[src/sv/ccfr_pkg.sv]
// Shared constants and the CRC byte step for the CRC-checked frame receiver.
// No dependencies; used by crc_checked_frame_receiver_core.
package ccfr_pkg;

	localparam int BYTE_W = 8;
	localparam int CRC_W  = 16;
	localparam int CFG_W  = 16;
	localparam int LREG_W = 7;
	localparam int IDX_W  = 6;

	localparam logic [BYTE_W-1:0] START_TELEMETRY = 8'hFA;
	localparam logic [BYTE_W-1:0] START_LOGGING   = 8'hFB;

	typedef enum logic [1:0] {
		CFG_POLY    = 2'd0,
		CFG_TEL_LEN = 2'd1,
		CFG_LOG_LEN = 2'd2
	} cfg_idx_t;

	// One byte through the MSB-first CRC: xor into the top byte, then eight
	// conditional polynomial folds, each followed by a left shift.
	function automatic logic [CRC_W-1:0] crc_byte(
		input logic [CRC_W-1:0]  crc_in,
		input logic [BYTE_W-1:0] data,
		input logic [CRC_W-1:0]  poly
	);
		logic [CRC_W-1:0] c;
		c = crc_in ^ {data, {(CRC_W-BYTE_W){1'b0}}};
		for (int k = 0; k < BYTE_W; k++) begin
			if (c[CRC_W-1]) begin
				c = c ^ poly;
			end
			c = {c[CRC_W-2:0], 1'b0};
		end
		return c;
	endfunction

endpackage

[src/sv/crc_checked_frame_receiver_core.sv]
// CRC-checked frame receiver: start-byte framing, payload store, CRC-16 check
// and payload replay. Depends on ccfr_pkg.
//
//  channel  | signals                         | direction | width
//  ---------+---------------------------------+-----------+-------------------
//  input    | in_valid, in_stall, rx_byte     | in        | 8
//  output   | out_valid, out_stall,           | out       | 8, 6, 1, 1, 1
//           |  payload_byte, byte_index,      |           |
//           |  frame_kind, crc_ok, last       |           |
//  config   | cfg_we, cfg_index, cfg_data     | in        | 2, 16
//
// Start, payload and CRC low beats are taken one per cycle. After the CRC high
// beat the input stalls while one shared CRC byte unit walks the payload store
// (one byte per cycle), then each verified byte is replayed through the store's
// registered read port, or one failure beat is sent instead. Output beats wait
// in one output register; a stall there holds replay and the failure beat.
// Reset is asynchronous; the payload store itself is not cleared.
module crc_checked_frame_receiver_core #(
	parameter int MAX_PAYLOAD = 64
) (
	input  logic                          clk,
	input  logic                          arst_n,
	input  logic                          in_valid,
	output logic                          in_stall,
	input  logic [ccfr_pkg::BYTE_W-1:0]   rx_byte,
	output logic                          out_valid,
	input  logic                          out_stall,
	output logic [ccfr_pkg::BYTE_W-1:0]   payload_byte,
	output logic [ccfr_pkg::IDX_W-1:0]    byte_index,
	output logic                          frame_kind,
	output logic                          crc_ok,
	output logic                          last,
	input  logic                          cfg_we,
	input  logic [1:0]                    cfg_index,
	input  logic [ccfr_pkg::CFG_W-1:0]    cfg_data
);

	localparam int ADDR_W = $clog2(MAX_PAYLOAD);
	localparam int LEN_W  = $clog2(MAX_PAYLOAD + 1);

	typedef enum logic [2:0] {
		ST_IDLE,
		ST_PAYLOAD,
		ST_CRC_HI,
		ST_CALC,
		ST_EMIT,
		ST_FAIL
	} state_t;

	state_t state_q;

	logic [ccfr_pkg::CRC_W-1:0]  poly_q;
	logic [ccfr_pkg::LREG_W-1:0] tel_len_q;
	logic [ccfr_pkg::LREG_W-1:0] log_len_q;

	logic [LEN_W-1:0]            len_q;
	logic [LEN_W-1:0]            byte_cnt_q;
	logic                        kind_q;
	logic [ccfr_pkg::BYTE_W-1:0] crc_lo_q;
	logic [ccfr_pkg::CRC_W-1:0]  rx_crc_q;
	logic [ccfr_pkg::CRC_W-1:0]  crc_q;
	logic [LEN_W-1:0]            rd_cnt_q;

	logic                        pend_s1;
	logic [ADDR_W-1:0]           idx_s1;
	logic [ccfr_pkg::BYTE_W-1:0] rd_data_s1;

	logic                        out_valid_q;
	logic [ccfr_pkg::BYTE_W-1:0] out_byte_q;
	logic [ccfr_pkg::IDX_W-1:0]  out_idx_q;
	logic                        out_kind_q;
	logic                        out_ok_q;
	logic                        out_last_q;

	logic [ccfr_pkg::BYTE_W-1:0] mem [MAX_PAYLOAD];

	logic                        in_fire;
	logic                        out_free;
	logic                        out_load;
	logic                        rd_more;
	logic                        issue;
	logic                        wr_en;
	logic [LEN_W-1:0]            start_len;
	logic                        start_hit;
	logic                        start_kind;

	assign in_stall = !(state_q == ST_IDLE || state_q == ST_PAYLOAD || state_q == ST_CRC_HI);
	assign in_fire  = in_valid && !in_stall;
	assign out_free = !out_valid_q || !out_stall;
	assign out_load = (state_q == ST_EMIT && pend_s1) || (state_q == ST_FAIL && out_free);
	assign rd_more  = rd_cnt_q < len_q;
	assign wr_en    = in_fire && state_q == ST_PAYLOAD && byte_cnt_q < len_q;

	always_comb begin
		issue = 1'b0;
		unique case (state_q)
			ST_CALC: issue = rd_more;
			ST_EMIT: issue = rd_more && !pend_s1 && out_free;
			default: issue = 1'b0;
		endcase
	end

	// Length sampled at the start beat, clamped to 1..MAX_PAYLOAD.
	always_comb begin
		int raw;
		start_hit  = rx_byte == ccfr_pkg::START_TELEMETRY || rx_byte == ccfr_pkg::START_LOGGING;
		start_kind = rx_byte == ccfr_pkg::START_LOGGING;
		raw = start_kind ? int'(log_len_q) : int'(tel_len_q);
		if (raw < 1) begin
			raw = 1;
		end else if (raw > MAX_PAYLOAD) begin
			raw = MAX_PAYLOAD;
		end
		start_len = LEN_W'(raw);
	end

	// Payload store: one write port, one registered read port.
	always_ff @(posedge clk) begin
		if (wr_en) begin
			mem[byte_cnt_q[ADDR_W-1:0]] <= rx_byte;
		end
		rd_data_s1 <= mem[rd_cnt_q[ADDR_W-1:0]];
	end

	always_ff @(posedge clk or negedge arst_n) begin
		if (!arst_n) begin
			state_q     <= ST_IDLE;
			poly_q      <= 16'h1021;
			tel_len_q   <= 7'd40;
			log_len_q   <= 7'd51;
			len_q       <= '0;
			byte_cnt_q  <= '0;
			kind_q      <= 1'b0;
			crc_lo_q    <= '0;
			rx_crc_q    <= '0;
			crc_q       <= '0;
			rd_cnt_q    <= '0;
			pend_s1     <= 1'b0;
			idx_s1      <= '0;
			out_valid_q <= 1'b0;
			out_byte_q  <= '0;
			out_idx_q   <= '0;
			out_kind_q  <= 1'b0;
			out_ok_q    <= 1'b0;
			out_last_q  <= 1'b0;
		end else begin
			if (cfg_we) begin
				unique case (cfg_index)
					ccfr_pkg::CFG_POLY:    poly_q    <= cfg_data;
					ccfr_pkg::CFG_TEL_LEN: tel_len_q <= cfg_data[ccfr_pkg::LREG_W-1:0];
					ccfr_pkg::CFG_LOG_LEN: log_len_q <= cfg_data[ccfr_pkg::LREG_W-1:0];
					default: ;
				endcase
			end

			if (out_valid_q && !out_stall && !out_load) begin
				out_valid_q <= 1'b0;
			end

			pend_s1 <= issue;
			idx_s1  <= rd_cnt_q[ADDR_W-1:0];
			if (issue) begin
				rd_cnt_q <= rd_cnt_q + 1'b1;
			end

			unique case (state_q)
				ST_IDLE: begin
					if (in_fire && start_hit) begin
						kind_q     <= start_kind;
						len_q      <= start_len;
						byte_cnt_q <= '0;
						state_q    <= ST_PAYLOAD;
					end
				end
				ST_PAYLOAD: begin
					if (in_fire) begin
						if (byte_cnt_q >= len_q) begin
							crc_lo_q   <= rx_byte;
							byte_cnt_q <= '0;
							state_q    <= ST_CRC_HI;
						end else begin
							byte_cnt_q <= byte_cnt_q + 1'b1;
						end
					end
				end
				ST_CRC_HI: begin
					if (in_fire) begin
						rx_crc_q <= {rx_byte, crc_lo_q};
						crc_q    <= '0;
						rd_cnt_q <= '0;
						state_q  <= ST_CALC;
					end
				end
				ST_CALC: begin
					if (pend_s1) begin
						crc_q <= ccfr_pkg::crc_byte(crc_q, rd_data_s1, poly_q);
					end else if (!rd_more) begin
						rd_cnt_q <= '0;
						state_q  <= (crc_q == rx_crc_q) ? ST_EMIT : ST_FAIL;
					end
				end
				ST_EMIT: begin
					// issue only when the output register is free, so it is
					// empty by the time the read data lands
					if (pend_s1) begin
						out_valid_q <= 1'b1;
						out_byte_q  <= rd_data_s1;
						out_idx_q   <= idx_s1[ccfr_pkg::IDX_W-1:0];
						out_kind_q  <= kind_q;
						out_ok_q    <= 1'b1;
						out_last_q  <= (LEN_W'(idx_s1) + 1'b1) == len_q;
					end else if (!rd_more) begin
						state_q <= ST_IDLE;
					end
				end
				ST_FAIL: begin
					if (out_free) begin
						out_valid_q <= 1'b1;
						out_byte_q  <= '0;
						out_idx_q   <= '0;
						out_kind_q  <= kind_q;
						out_ok_q    <= 1'b0;
						out_last_q  <= 1'b1;
						state_q     <= ST_IDLE;
					end
				end
				default: state_q <= ST_IDLE;
			endcase
		end
	end

	assign out_valid    = out_valid_q;
	assign payload_byte = out_byte_q;
	assign byte_index   = out_idx_q;
	assign frame_kind   = out_kind_q;
	assign crc_ok       = out_ok_q;
	assign last         = out_last_q;

endmodule

[config.mk]
export PLATFORM = sky130hd
export DESIGN_NAME = crc_checked_frame_receiver_core
export DESIGN_NICKNAME = d
export VERILOG_FILES = /design/src/sv/ccfr_pkg.sv /design/src/sv/crc_checked_frame_receiver_core.sv
export SDC_FILE = /design/constraint.sdc
export NUM_CORES = 1
export LEC_CHECK = 0
export BUFFER_PORTS_ARGS = -buffer_cell sky130_fd_sc_hd__buf_2
export CORE_UTILIZATION = 45
export DETAILED_ROUTE_END_ITERATION = 10
export PLACE_DENSITY = 0.63
export SLEW_MARGIN = 40
export SYNTH_ARGS = -nofsm -noshare
export SYNTH_HDL_FRONTEND = slang
export SYNTH_SLANG_ARGS = --single-unit
[constraint.sdc]
create_clock -name clk -period 9.4 [get_ports clk]
set_clock_uncertainty 0.1 [all_clocks]
set_input_delay 0 -clock clk [delete_from_list [all_inputs] [get_ports clk]]
set_output_delay 0 -clock clk [all_outputs]
set_load 0.01 [all_outputs]
# Yosys cells after proc, flatten, opt, wreduce, memory -nomap -nowiden
# Memories as Yosys holds them, arrays and structs flattened. A register that Yosys moved wholly into a read port is not among the register bits.
# Index checks and enable logic that the tools add are counted.
classes:
  add_sub_neg: 3
  order_cmp: 5
  n_eq_ne: 22
  muxes: 70
  n_bitwise: 9
  reduce_logical: 35
ops:
  columns: ["op", "count"]
  rows:
  - ["two-way mux 15 bit", 22]
  - ["XOR 15 bit", 8]
  - ["two-way mux 7 bit", 10]
  - ["two-way mux 16 bit", 2]
  - ["one-hot mux 16 bit (2 select lines)", 1]
  - ["one-hot mux 7 bit (2 select lines)", 2]
  - ["two-way mux 3 bit", 9]
  - ["!= test 2 bit (second input constant)", 9]
  - ["one-hot mux 3 bit (6 select lines)", 1]
  - ["equality test 16 bit", 1]
  - ["equality test 8 bit (second input constant)", 2]
  - ["two-way mux 8 bit", 2]
  - ["one-hot mux 8 bit (2 select lines)", 1]
  - ["XOR 16 bit", 1]
  - ["adder 7 x 1 -> 7 bit (second input constant)", 2]
  - ["less-than comparator 7 bit", 2]
  - ["two-way mux 1 bit", 12]
  - ["two-way mux 6 bit", 2]
  - ["one-hot mux 6 bit (2 select lines)", 1]
  - ["AND reduction 3 bit", 4]
  - ["logical AND 1 bit", 10]
  - ["one-hot mux 1 bit (2 select lines)", 5]
  - ["AND reduction 2 bit", 5]
  - ["AND reduction 9 bit", 1]
  - ["other kinds (16)", 29]
totals:
  register_bits: 119
  ram_bits: 512
  input_bits: 31
  output_inout_bits: 19
  wordCells: 164
  mem_count: 1
mem_list:
  columns: ["name", "depth", "width", "read_ports", "rd_clocked_by_memory_dff", "wr", "line_no", "source"]
  rows:
  - ["mem", 64, 8, 1, 1, 1, "crc_checked_frame_receiver_core.sv:75", "logic [ccfr_pkg::BYTE_W-1:0] mem [MAX_PAYLOAD];"]

# Depth between registers and ports, before layout
# Gate-level depths: netlist of run 1.
depth:
  depth_word: 33
  mapped_depth: 16
  mapped_depth_nobuf: 13

# Worst setup path after synthesis of run 1
# Ideal clock, no wire load.
synth_timing:
  path_kind: "reg2reg"
  startpoint: "reg crc_q[13] (netlist bit)"
  endpoint: "reg crc_q[5] (netlist bit)"
  setup_ps: 77
  arrival_ps: 3506
  t_required_ps: 9223
  path_slack_ps: 5717
  path_stages_with_launch: 14
  path_buffers: 1
  synth_period_minus_slack_ps: 3683
  path_cell_list: "dfrtp_1 xnor2_1 xnor2_1 mux2i_1 or3_1 nand3_1 xnor3_1 xnor2_2 a311o_1 a31o_2 buf_6 nand3_1 xor3_1 o21ai_1"
synth_via:
  elab_chain_len: 31
  elab_cells_between_ends: 32
  classes_between: "mux (24); bitwise (8)"
synth_lines:
  columns: ["element", "line_no", "source"]
  rows:
  - ["from (decl)", "crc_checked_frame_receiver_core.sv:61", "logic [ccfr_pkg::CRC_W-1:0] crc_q;"]
  - ["from (signal assigned)", "crc_checked_frame_receiver_core.sv:196", "crc_q <= ccfr_pkg::crc_byte(crc_q, rd_data_s1, poly_q);"]
  - ["XOR 16 bit *", "ccfr_pkg.sv:28", "c = crc_in ^ {data, {(CRC_W-BYTE_W){1'b0}}};"]
  - ["XOR 15 bit", "ccfr_pkg.sv:31", "c = c ^ poly;"]
  - ["two-way mux 15 bit *", "ccfr_pkg.sv:30", "if (c[CRC_W-1]) begin"]
  - ["two-way mux 15 bit *", "crc_checked_frame_receiver_core.sv:195", "if (pend_s1) begin"]
  - ["two-way mux 15 bit *", "crc_checked_frame_receiver_core.sv:166", "unique case (state_q)"]
  - ["XOR 15 bit", "ccfr_pkg.sv:31", null]
  - ["two-way mux 15 bit *", "ccfr_pkg.sv:30", null]
  - ["two-way mux 15 bit *", "crc_checked_frame_receiver_core.sv:195", null]
  - ["(+15 left out)", null, null]
  - ["XOR 15 bit or two-way mux 15 bit (tied branches)", "ccfr_pkg.sv:31, crc_checked_frame_receiver_core.sv:166", null]
  - ["two-way mux 15 bit *", "ccfr_pkg.sv:30", null]
  - ["two-way mux 15 bit *", "crc_checked_frame_receiver_core.sv:195", null]
  - ["two-way mux 15 bit *", "crc_checked_frame_receiver_core.sv:166", null]
  - ["XOR 15 bit or two-way mux 15 bit (tied branches)", "ccfr_pkg.sv:31, crc_checked_frame_receiver_core.sv:166", null]
  - ["two-way mux 15 bit *", "ccfr_pkg.sv:30", null]
  - ["two-way mux 16 bit *", "crc_checked_frame_receiver_core.sv:195", null]
  - ["one-hot mux 16 bit (2 select lines) *", "crc_checked_frame_receiver_core.sv:166", null]
# Every way passes the cells marked *; elsewhere a longest branch is shown, timed or not. The select of a mux whose other input is x is not followed.
# A chain may end at the register's enable or synchronous reset.

# Worst setup path in the final report of run 1
layout_timing:
  startpoint: "reg poly_q[14] (netlist bit)"
  endpoint: "reg crc_q[9] (netlist bit)"
layout_via:
  elab_chain_len: 31
  elab_cells_between_ends: 32
  classes_between: "mux (24); bitwise (8)"
layout_lines:
  columns: ["element", "line_no", "source"]
  rows:
  - ["from (decl)", "crc_checked_frame_receiver_core.sv:52", "logic [ccfr_pkg::CRC_W-1:0] poly_q;"]
  - ["from (signal assigned)", "crc_checked_frame_receiver_core.sv:149", "ccfr_pkg::CFG_POLY: poly_q <= cfg_data;"]
  - ["XOR 15 bit", "ccfr_pkg.sv:31", null]
  - ["two-way mux 15 bit", "ccfr_pkg.sv:30", null]
  - ["two-way mux 15 bit", "crc_checked_frame_receiver_core.sv:195", null]
  - ["two-way mux 15 bit", "crc_checked_frame_receiver_core.sv:166", null]
  - ["two-way mux 15 bit", "ccfr_pkg.sv:30", null]
  - ["two-way mux 15 bit", "crc_checked_frame_receiver_core.sv:195", null]
  - ["two-way mux 15 bit", "crc_checked_frame_receiver_core.sv:166", null]
  - ["XOR 15 bit", "ccfr_pkg.sv:31", null]
  - ["(+15 left out)", null, null]
  - ["XOR 15 bit", "ccfr_pkg.sv:31", null]
  - ["two-way mux 15 bit *", "ccfr_pkg.sv:30", null]
  - ["two-way mux 15 bit *", "crc_checked_frame_receiver_core.sv:195", null]
  - ["two-way mux 15 bit *", "crc_checked_frame_receiver_core.sv:166", null]
  - ["XOR 15 bit", "ccfr_pkg.sv:31", null]
  - ["two-way mux 15 bit *", "ccfr_pkg.sv:30", null]
  - ["two-way mux 16 bit *", "crc_checked_frame_receiver_core.sv:195", null]
  - ["one-hot mux 16 bit (2 select lines) *", "crc_checked_frame_receiver_core.sv:166", null]
# Marked as above.

==> impl_metrics.tcl, run 1 <==
set metrics [dict create \
    outcome "finished clean" \
    io_buffers 48 \
    antenna_found_initial 2 \
    yosysSeqAreaShare_pct 67.2 \
    clk_latency_ns 0.59 \
    crit_arrival_ns 5.35 \
    dieHeight_microns 249 \
    hpwl_microns 37500 \
    io_pins 50 \
    cp_max_fo 26 \
    wl_per_cell_microns 23.6 \
    finalHoldViolCount 0 \
    diodes 0 \
    netlist_area_sq_um 27500 \
    vias_per_cell 5.74 \
    yosysMostFrequentCell "edfxtp_1" \
    ant_nets 0 \
    fin_crit_sh_pct 52.5 \
    synth_cells 1700 \
    synth_cell_type_count 65 \
    grt_pass1_vias 15000 \
    cts_buffers 68 \
    post-route-min-period_ns 4.94 \
    nNetsFinal 1834 \
    min_path_type "in -> reg" \
    syn_nets 1747 \
    critical_path_class "reg -> reg" \
    first_pass_iters 6 \
    grt_max_degree 70 \
    wl_microns 61700 \
    slew_viol_final 0 \
    finalSetupViolCount 0 \
    grt_overflow 0 \
    cts_sinks 638 \
    synth_common_cells "edfxtp_1, nand2_1, mux4_2, dfrtp_1, nor2_1" \
    cts_root_buffer "clkbuf_16" \
    num_rows 90 \
    rsz0062_at_grt "no" \
    start_util_pct 45.6 \
    worst_pin_slew_ns 0.867 \
    final.setup.worst_slack_ns 4.46 \
    reg2reg_depth 12 \
    ys_async_sr_fraction_pct 18.5 \
    place_ws_ns 4.50 \
    worst_setup_path_start_kind "flop" \
    maxCapViolCount 0 \
    timing.fmax_ghz 0.203 \
    vdd_drop_max_v 0.000448 \
    synth_largest_area_cell "edfxtp_1" \
    cp_data_required_time_ns 9.81 \
    ctsResizeCount 0 \
    clock_path_buffers 3 \
    clk_pin_slew_ns 0.06 \
    grt_use_total_pct 20.3 \
    powerDensity_nw_per_um2 384 \
    synth_top_cell_area_share_pct 55.8 \
    drc 0 \
    leakage_nw 10.7 \
    drive_gt1_share_pct 21.5 \
    tns_ns 0 \
    synthTopCellsByArea "edfxtp_1, mux4_2, dfrtp_1" \
    synth_flop_cell "edfxtp_1" \
    area_growth_pct 13.4 \
    worst_setup_path_end_kind "flop" \
    whs_path_depth 4 \
    synth_edf_count 512 \
    finalWeightedCongestion 0.805 \
    relSlewSlack_pct 42.0 \
    syn_area_per_cell_sq_um 16.2 \
    dieWidth_microns 249 \
    yosys_warnings 0 \
    grt_pass1_wl_microns 94500 \
    ys_seq_elements 638 \
    die-area_sq_um 62200 \
    fin_util_pct 51.6 \
    core_area_sq_um 60500 \
    cts_tree "yes" \
    whs_ns 0.00423 \
    drtIter0Drc 1288 \
    htreeDepth 3 \
    num_vias 15000 \
]
[registers in the layout (all words and copies together), names as in the netlist, 3 cells and up]
name          flops
byte_cnt_q        7
byte_index        6
crc_lo_q          8
crc_q            15
idx_s1            6
len_q             7
log_len_q         7
mem             512
payload_byte      8
poly_q           15
rd_cnt_q          7
rd_data_s1        8
rx_crc_q         16
state_q           3
tel_len_q         7
[stage by stage]
stage / instance area (sq um) / power (mW) / std cells
2_1_floorplan: 27500 / 8.35 / 1700
3_3_place_gp: 28600 / 9.37 / 2453
3_5_place_dp: 28700 / 9.51 / 2455
4_1_cts: 31200 / 12.1 / 2616
5_1_grt: 31200 / 12.7 / 2616
6_report: 31200 / 12.0 / 2616
[cell families (layout without fill, tap and decap cells)]
group / after synthesis / count (layout) / synth area share, %
buf+inv: 109 / 243 / 1.53
compound gates: 171 / 171 / 4.10
fa+ha+maj: 16 / 16 / 0.727
mux: 224 / 224 / 14.9
xor+xnor: 130 / 130 / 4.97
simple gates: 412 / 412 / 6.61
flops: 638 / 638 / 67.2
[timing repair]
item	in CTS	in global routing
hold buffers	44	0
setup buffers	0	0
endpoints found under the hold margin	174	0
[power breakdown]
group,total [mW],leakage (nW),switching [mW],internal (mW)
logic,5.97,3.52,2.89,3.08
registers,3.51,6.17,0.263,3.25
clock network,2.50,0.990,1.05,1.45
[final cells by class]
cell class | count | area (sq um)
multi-input cells | 953 | 8720
clock inverters | 21 | 161
clock buffers | 96 | 1890
repair buffers | 113 | 922
inverters | 13 | 48.8
fillers | 4920 | 29200
well taps | 782 | 978
flip-flops and latches | 638 | 18500
[critical path, stage by stage, from the launching register on]
cell	delay, ns
dfrtp_1	0.84
inv_1	0.42
nor2_1	0.38
nor3_1	0.09
o31ai_1	0.45
a211oi_4	0.17
xnor2_2	0.63
nand2_1	0.14
xor2_1	0.29
nand4_1	0.60
nand3_1	0.31
xnor3_1	0.26
o21ai_1	0.12
[cells in the final DEF, fill, tap and decap left out, types with 9 or more instances in the layout]
cell type	Yosys	layout
dfrtp_1	109	106
xor2_1	28	28
mux2_2	46	46
a21oi_1	34	34
dfstp_2	9	9
o21ai_0	41	41
mux2i_1	33	33
nor2_1	98	78
clkinv_1	1	12
xnor2_1	83	81
a22o_1	15	15
inv_1	12	12
nor2_2	0	20
clkbuf_16	0	71
dlygate4sd3_1	0	43
clkbuf_1	73	22
nand2_1	182	181
buf_2	4	47
o21ai_1	16	16
nor2b_1	10	10
mux4_2	144	144
a21o_1	9	9
ha_1	16	16
buf_4	0	16
xnor3_1	13	13
nand4_1	10	10
nand3_1	58	58
edfxtp_1	512	512
[metal layers]
| metal | vias to the layer above | share of wire (%) | routed length (microns) | track usage (%) |
|---|---|---|---|---|
| met5 | - | 0 | 0 | 0 |
| met4 | 0 | 1.7 | 1050 | 4.30 |
| met3 | 82 | 5.6 | 3450 | 3.45 |
| met2 | 464 | 49 | 30100 | 32.4 |
| met1 | 7761 | 44 | 27100 | 29.4 |
| li1 | 6719 | - | - | - |
[path summary, 6_finish.rpt]
| check | slack (ns) | startpoint | endpoint |
|---|---|---|---|
| setup reg to reg | 4.46 | poly_q[14] | crc_q[9] |
| hold / removal | 0.004 | rx_byte[7] | rx_crc_q[15] |
| setup / recovery | 4.46 | poly_q[14] | crc_q[9] |
| hold reg to reg | 0.36 | crc_lo_q[7] | rx_crc_q[7] |
| min in group asynchronous | 0.48 | arst_n | log_len_q[5] |
| max in group asynchronous | 8.14 | arst_n | log_len_q[0] |
No activity file was read; power rests on OpenSTA's default activity.
==> run 2, diff against run 1 <==
==> constraint.sdc (replaced) <==
create_clock -name clk -period 5 [get_ports clk]
set_clock_uncertainty 0.1 [all_clocks]
set_input_delay 0 -clock clk [delete_from_list [all_inputs] [get_ports clk]]
set_output_delay 0 -clock clk [all_outputs]
set_load 0.01 [all_outputs]
==> impl_metrics.tcl, run 2 (synthesis results as in run 1) <==
set metrics [dict create \
    outcome "finished clean" \
    final_area_sq_um 31400 \
    slowest_delay_ns 0.57 \
    clock_path_buffers 3 \
    min_path_type "in -> reg" \
    rsz0062_at_grt "no" \
    cts_sinks 638 \
    vdd_drop_max_v 0.000996 \
    fin_crit_sh_pct 90.2 \
    r2r_slack_ns 0.49 \
    worst_setup_path_start_kind "flop" \
    whs_ns 0.0243 \
    cp_max_fo 14 \
    critical_path_class "reg -> reg" \
    clk_latency_ns 0.61 \
    finalHoldViolCount 0 \
    p_total_mw 22.7 \
    leakage_nw 10.7 \
    path_cells "xnor2_1, xnor2_1, mux2i_1, o21ai_0, and2_1, a211oi_1, o21ai_2, a311o_1, nand4_1, nand3_1, xnor3_1, o21ai_1" \
    drtIter0Drc 1328 \
    tns_ns 0 \
    num_vias 14900 \
    core_area_sq_um 60500 \
    wl_per_cell_microns 23.7 \
    wl_microns 62000 \
    use_met3_pct 3.61 \
    cp_slowest_cell "and2_1" \
    antenna_found_initial 1 \
    die-area_sq_um 62200 \
    drive_gt1_share_pct 22.6 \
    grt_max_degree 68 \
    dieHeight_microns 249 \
    postCtsSetupRepairBufs 0 \
    dp.cells 2458 \
    finalSetupViolCount 0 \
    worst_setup_path_end_kind "flop" \
    cp_data_required_time_ns 5.41 \
    finalWeightedCongestion 0.814 \
    slew_viol_final 0 \
    cts_root_buffer "clkbuf_16" \
    io_pins 50 \
    worst_pin_slew_ns 0.853 \
    io_buffers 48 \
    clk_pin_slew_ns 0.06 \
    maxCapViolCount 0 \
    hpwl_microns 37700 \
    final_common_cell "edfxtp_1" \
    htreeDepth 3 \
    final.setup.worst_slack_ns 0.491 \
    dieWidth_microns 249 \
    grt_use_total_pct 20.5 \
    relSlewSlack_pct 42.9 \
    dpl_cell_area_sq_um 28600 \
    grt_util_met2_pct 33.3 \
    grt_overflow 0 \
    crit_arrival_ns 4.92 \
    vias_per_cell 5.69 \
    largest_reg_flops 512 \
    layout_common_cells "edfxtp_1, nand2_1, mux4_2" \
    grt_util_met1_pct 28.2 \
    area_growth_pct 13.8 \
    start_util_pct 45.6 \
    timing.fmax_ghz 0.222 \
    diodes 0 \
    cts_buffers 68 \
    cts_tree "yes" \
    crit_path_frequent_cell "xnor2_1" \
    grt_pass1_wl_microns 95400 \
    fin_util_pct 51.8 \
    nNetsFinal 1834 \
    drc 0 \
    grt_pass1_vias 15300 \
    ant_nets 0 \
    post-route-min-period_ns 4.51 \
    first_pass_iters 7 \
    finalNonFillerCells 2621 \
    place_ws_ns 0.477 \
    powerDensity_nw_per_um2 725 \
    num_rows 90 \
    grt-busiest-layer "met2" \
]
run 2: cell count changes in the layout (fill, tap and decap cells not counted), sizes merged:
cell,delta
bufinv,+4
clkinvlp,+1
clkbuf,-6
inv,+4
dlygate4sd3,-5
clkinv,+2
buf,+5
run 2: routing by layer:
layer / wire length (microns) / vias to the layer above
met5: 0 / -
met4: 1360 / 0
li1: - / 6708
met1: 26700 / 7712
met2: 30500 / 404
met3: 3400 / 87
run 2: cell type report:
| cell class | instances | area, sq um |
|---|---|---|
| clock buffer | 90 | 1880 |
| clock inverter | 32 | 332 |
| fill | 4849 | 29100 |
| inverter | 13 | 48.8 |
| multi-input combinational | 953 | 8730 |
| sequential | 638 | 18500 |
| tap | 782 | 978 |
| timing repair buffer | 113 | 877 |
run 2: worst paths after layout:
| kind | start | endpoint | cells after the start |
|---|---|---|---|
| max in group asynchronous | arst_n | poly_q[14] | 4 |
| hold reg to reg | crc_lo_q[2] | rx_crc_q[2] | 2 |
| hold / removal | rx_byte[5] | rx_crc_q[13] | 4 |
| setup / recovery | crc_q[13] | crc_q[10] | 12 |
| min in group asynchronous | arst_n | tel_len_q[5] | 3 |
| setup reg to reg | crc_q[13] | crc_q[10] | 12 |
run 2: worst max-delay path, delay by kind of cell (launching register included):
kind	cells	cell delay [ns]
flops	1	0.41
simple gates	3	1.40
compound gates	5	1.20
mux	1	0.18
xor+xnor	3	1.12
run 2: timing repair:
item,CTS,global route
resized for setup,0,1
hold buffers,39,0
setup endpoints to repair,0,5
endpoints found under the hold margin,128,0
run 2: power breakdown:
group | switching (mW) | internal, mW | total, mW
clock | 2.03 | 2.96 | 5.00
sequential | 0.508 | 6.11 | 6.61
combinational | 5.31 | 5.81 | 11.1
==> run 3, diff against run 2 <==
--- a/config.mk
+++ b/config.mk
@@ -8,7 +8,8 @@
 export BUFFER_PORTS_ARGS = -buffer_cell sky130_fd_sc_hd__buf_2
 export CORE_UTILIZATION = 45
 export DETAILED_ROUTE_END_ITERATION = 10
-export PLACE_DENSITY = 0.63
+export HOLD_SLACK_MARGIN = 0.1
+export PLACE_DENSITY = 0.66
 export SLEW_MARGIN = 40
 export SYNTH_ARGS = -nofsm -noshare
 export SYNTH_HDL_FRONTEND = slang
==> constraint.sdc (replaced) <==
create_clock -name clk -period 3.9 [get_ports clk]
set_clock_uncertainty 0.1 [all_clocks]
set_input_delay 0 -clock clk [delete_from_list [all_inputs] [get_ports clk]]
set_output_delay 0 -clock clk [all_outputs]
set_load 0.01 [all_outputs]
==> impl_metrics.tcl, run 3 (synthesis results as in run 1) <==
set metrics [dict create \
    drive_gt1_share_pct 25.5 \
    io_pins 50 \
    final_common_cell "edfxtp_1" \
    cts_tree "yes" \
    finalHoldViolCount 0 \
    layout_common_cells "edfxtp_1, nand2_1, mux4_2" \
    vias_per_cell 5.70 \
    min_path_type "in -> reg" \
    worst_pin_slew_ns 0.856 \
    clk_pin_slew_ns 0.06 \
    finalWeightedCongestion 0.837 \
    grt_use_total_pct 20.7 \
    dp.cells 2544 \
    crit_family "compound AO/OA/AOI/OAI gates" \
    num_rows 90 \
    io_buffers 48 \
    diodes 0 \
    critPathBufInv 2 \
    cp_data_required_time_ns 4.33 \
    crit_arrival_ns 4.22 \
    cp_max_fo 14 \
    cts_root_buffer "clkbuf_16" \
    wl_per_cell_microns 23.1 \
    final.setup.worst_slack_ns 0.109 \
    core_area_sq_um 60500 \
    fin_crit_sh_pct 97.2 \
    timing.fmax_ghz 0.264 \
    dpl_cell_area_sq_um 29300 \
    final_area_sq_um 32300 \
    dieHeight_microns 249 \
    wl_microns 63200 \
    drtIter0Drc 1509 \
    cts_sinks 638 \
    cts_buffers 68 \
    drc 0 \
    path_cells "xnor2_2, buf_4, xnor2_1, nor4_2, o31ai_1, buf_4, a211oi_4, mux2i_4, xnor2_4, a311o_1, a31o_4, nand3_1, xnor3_1, o21ai_1" \
    vdd_drop_max_v 0.00126 \
    clk_latency_ns 0.60 \
    worst_setup_path_start_kind "flop" \
    tns_ns 0 \
    grt_pass1_vias 15700 \
    slew_viol_final 0 \
    clock_path_buffers 3 \
    worst_setup_path_end_kind "flop" \
    leakage_nw 11.4 \
    cp_slowest_cell "dfrtp_2" \
    start_util_pct 45.6 \
    finalSetupViolCount 0 \
    fillerInstances 4721 \
    post-route-min-period_ns 3.79 \
    grt_max_degree 133 \
    num_vias 15600 \
    antenna_found_initial 1 \
    place_ws_ns -0.133 \
    largest_reg_flops 512 \
    fin_util_pct 53.5 \
    nNetsFinal 1949 \
    hpwl_microns 38500 \
    outcome "finished clean" \
    relSlewSlack_pct 42.9 \
    ant_nets 0 \
    maxCapViolCount 0 \
    htreeDepth 3 \
    finalNonFillerCells 2736 \
    area_growth_pct 17.4 \
    dieWidth_microns 249 \
    first_pass_iters 5 \
    critical_path_class "reg -> reg" \
    slowest_delay_ns 0.47 \
    grt_pass1_wl_microns 97000 \
    crit_path_frequent_cell "buf_4" \
    powerDensity_nw_per_um2 952 \
    die-area_sq_um 62200 \
    grt_overflow 0 \
]
[run 3: changes by cell type in the layout (fill, tap and decap cells not counted), moves of 4 or more]
cell	change
nor2_2	-26
buf_4	+92
nor2_1	+26
dlygate4sd3_1	+21
xnor2_4	+4
xnor2_1	-5
[run 3: worst paths after layout]
kind / to / depth (start not counted) / slack [ns] / startpoint
max in group asynchronous: rx_crc_q[5] / 4 / 2.90 / arst_n
worst min-delay path: mem[18][4] / 2 / 0.14 / rx_byte[4]
min in group asynchronous: tel_len_q[5] / 3 / 0.40 / arst_n
worst max register to register: crc_q[15] / 14 / 0.11 / crc_q[14]
worst min register to register: rx_crc_q[1] / 2 / 0.37 / crc_lo_q[1]
worst max-delay path: crc_q[15] / 14 / 0.11 / crc_q[14]
[run 3: layer usage]
layer  share of wire, %  vias to the layer above  GRT usage [%]  routed length [microns]
met3                5.8                       91           3.33                     3650
met4                2.0                        2           5.22                     1250
met5              0.021                        -              0                       13
met2                 49                      466           33.7                    30800
li1                   -                     6949              -                        -
met1                 43                     8081           29.1                    27400
[run 3: power breakdown]
group	switching [mW]	total (mW)	leakage, nW	internal [mW]
Clock	2.59	6.30	1.07	3.70
Combinational	7.47	16.1	4.13	8.66
Sequential	0.526	8.36	6.17	7.83
Total	10.6	30.8	11.4	20.2
[run 3: final cells by class]
class / instances / area (sq um) / share of cell area (%)
multi-input combinational: 953 / 8780 / 27.2
clock buffer: 88 / 1850 / 5.72
sequential: 638 / 18500 / 57.2
tap: 782 / 978 / 3.03
clock inverter: 34 / 338 / 1.04
inverter: 13 / 48.8 / 0.151
timing repair buffer: 228 / 1830 / 5.65
[run 3: stage by stage]
stage               hold WS, ns  power [mW]
detailed placement     -0.00307        23.3
finish                    0.137        30.8
global placement          0.106        23.1
CTS                       0.101        30.0
global route              0.137        32.4
floorplan                -0.396        20.1
[run 3: worst register-to-register path: stages (launching register included)]
cell and delay (ns):
dfrtp_2 0.47, xnor2_2 0.22, buf_4 0.19, xnor2_1 0.08
nor4_2 0.33, o31ai_1 0.15, buf_4 0.16, a211oi_4 0.36
mux2i_4 0.37, xnor2_4 0.14, a311o_1 0.38, a31o_4 0.30
nand3_1 0.11, xnor3_1 0.22, o21ai_1 0.14
[run 3: repair_timing]
action	CTS	global route
buffers inserted	0	9
gates resized for setup	4	17
gates cloned	0	1
hold buffers	60	0
pin swaps	0	9
endpoints found under the setup margin	13	14
endpoints found under the hold margin	569	0
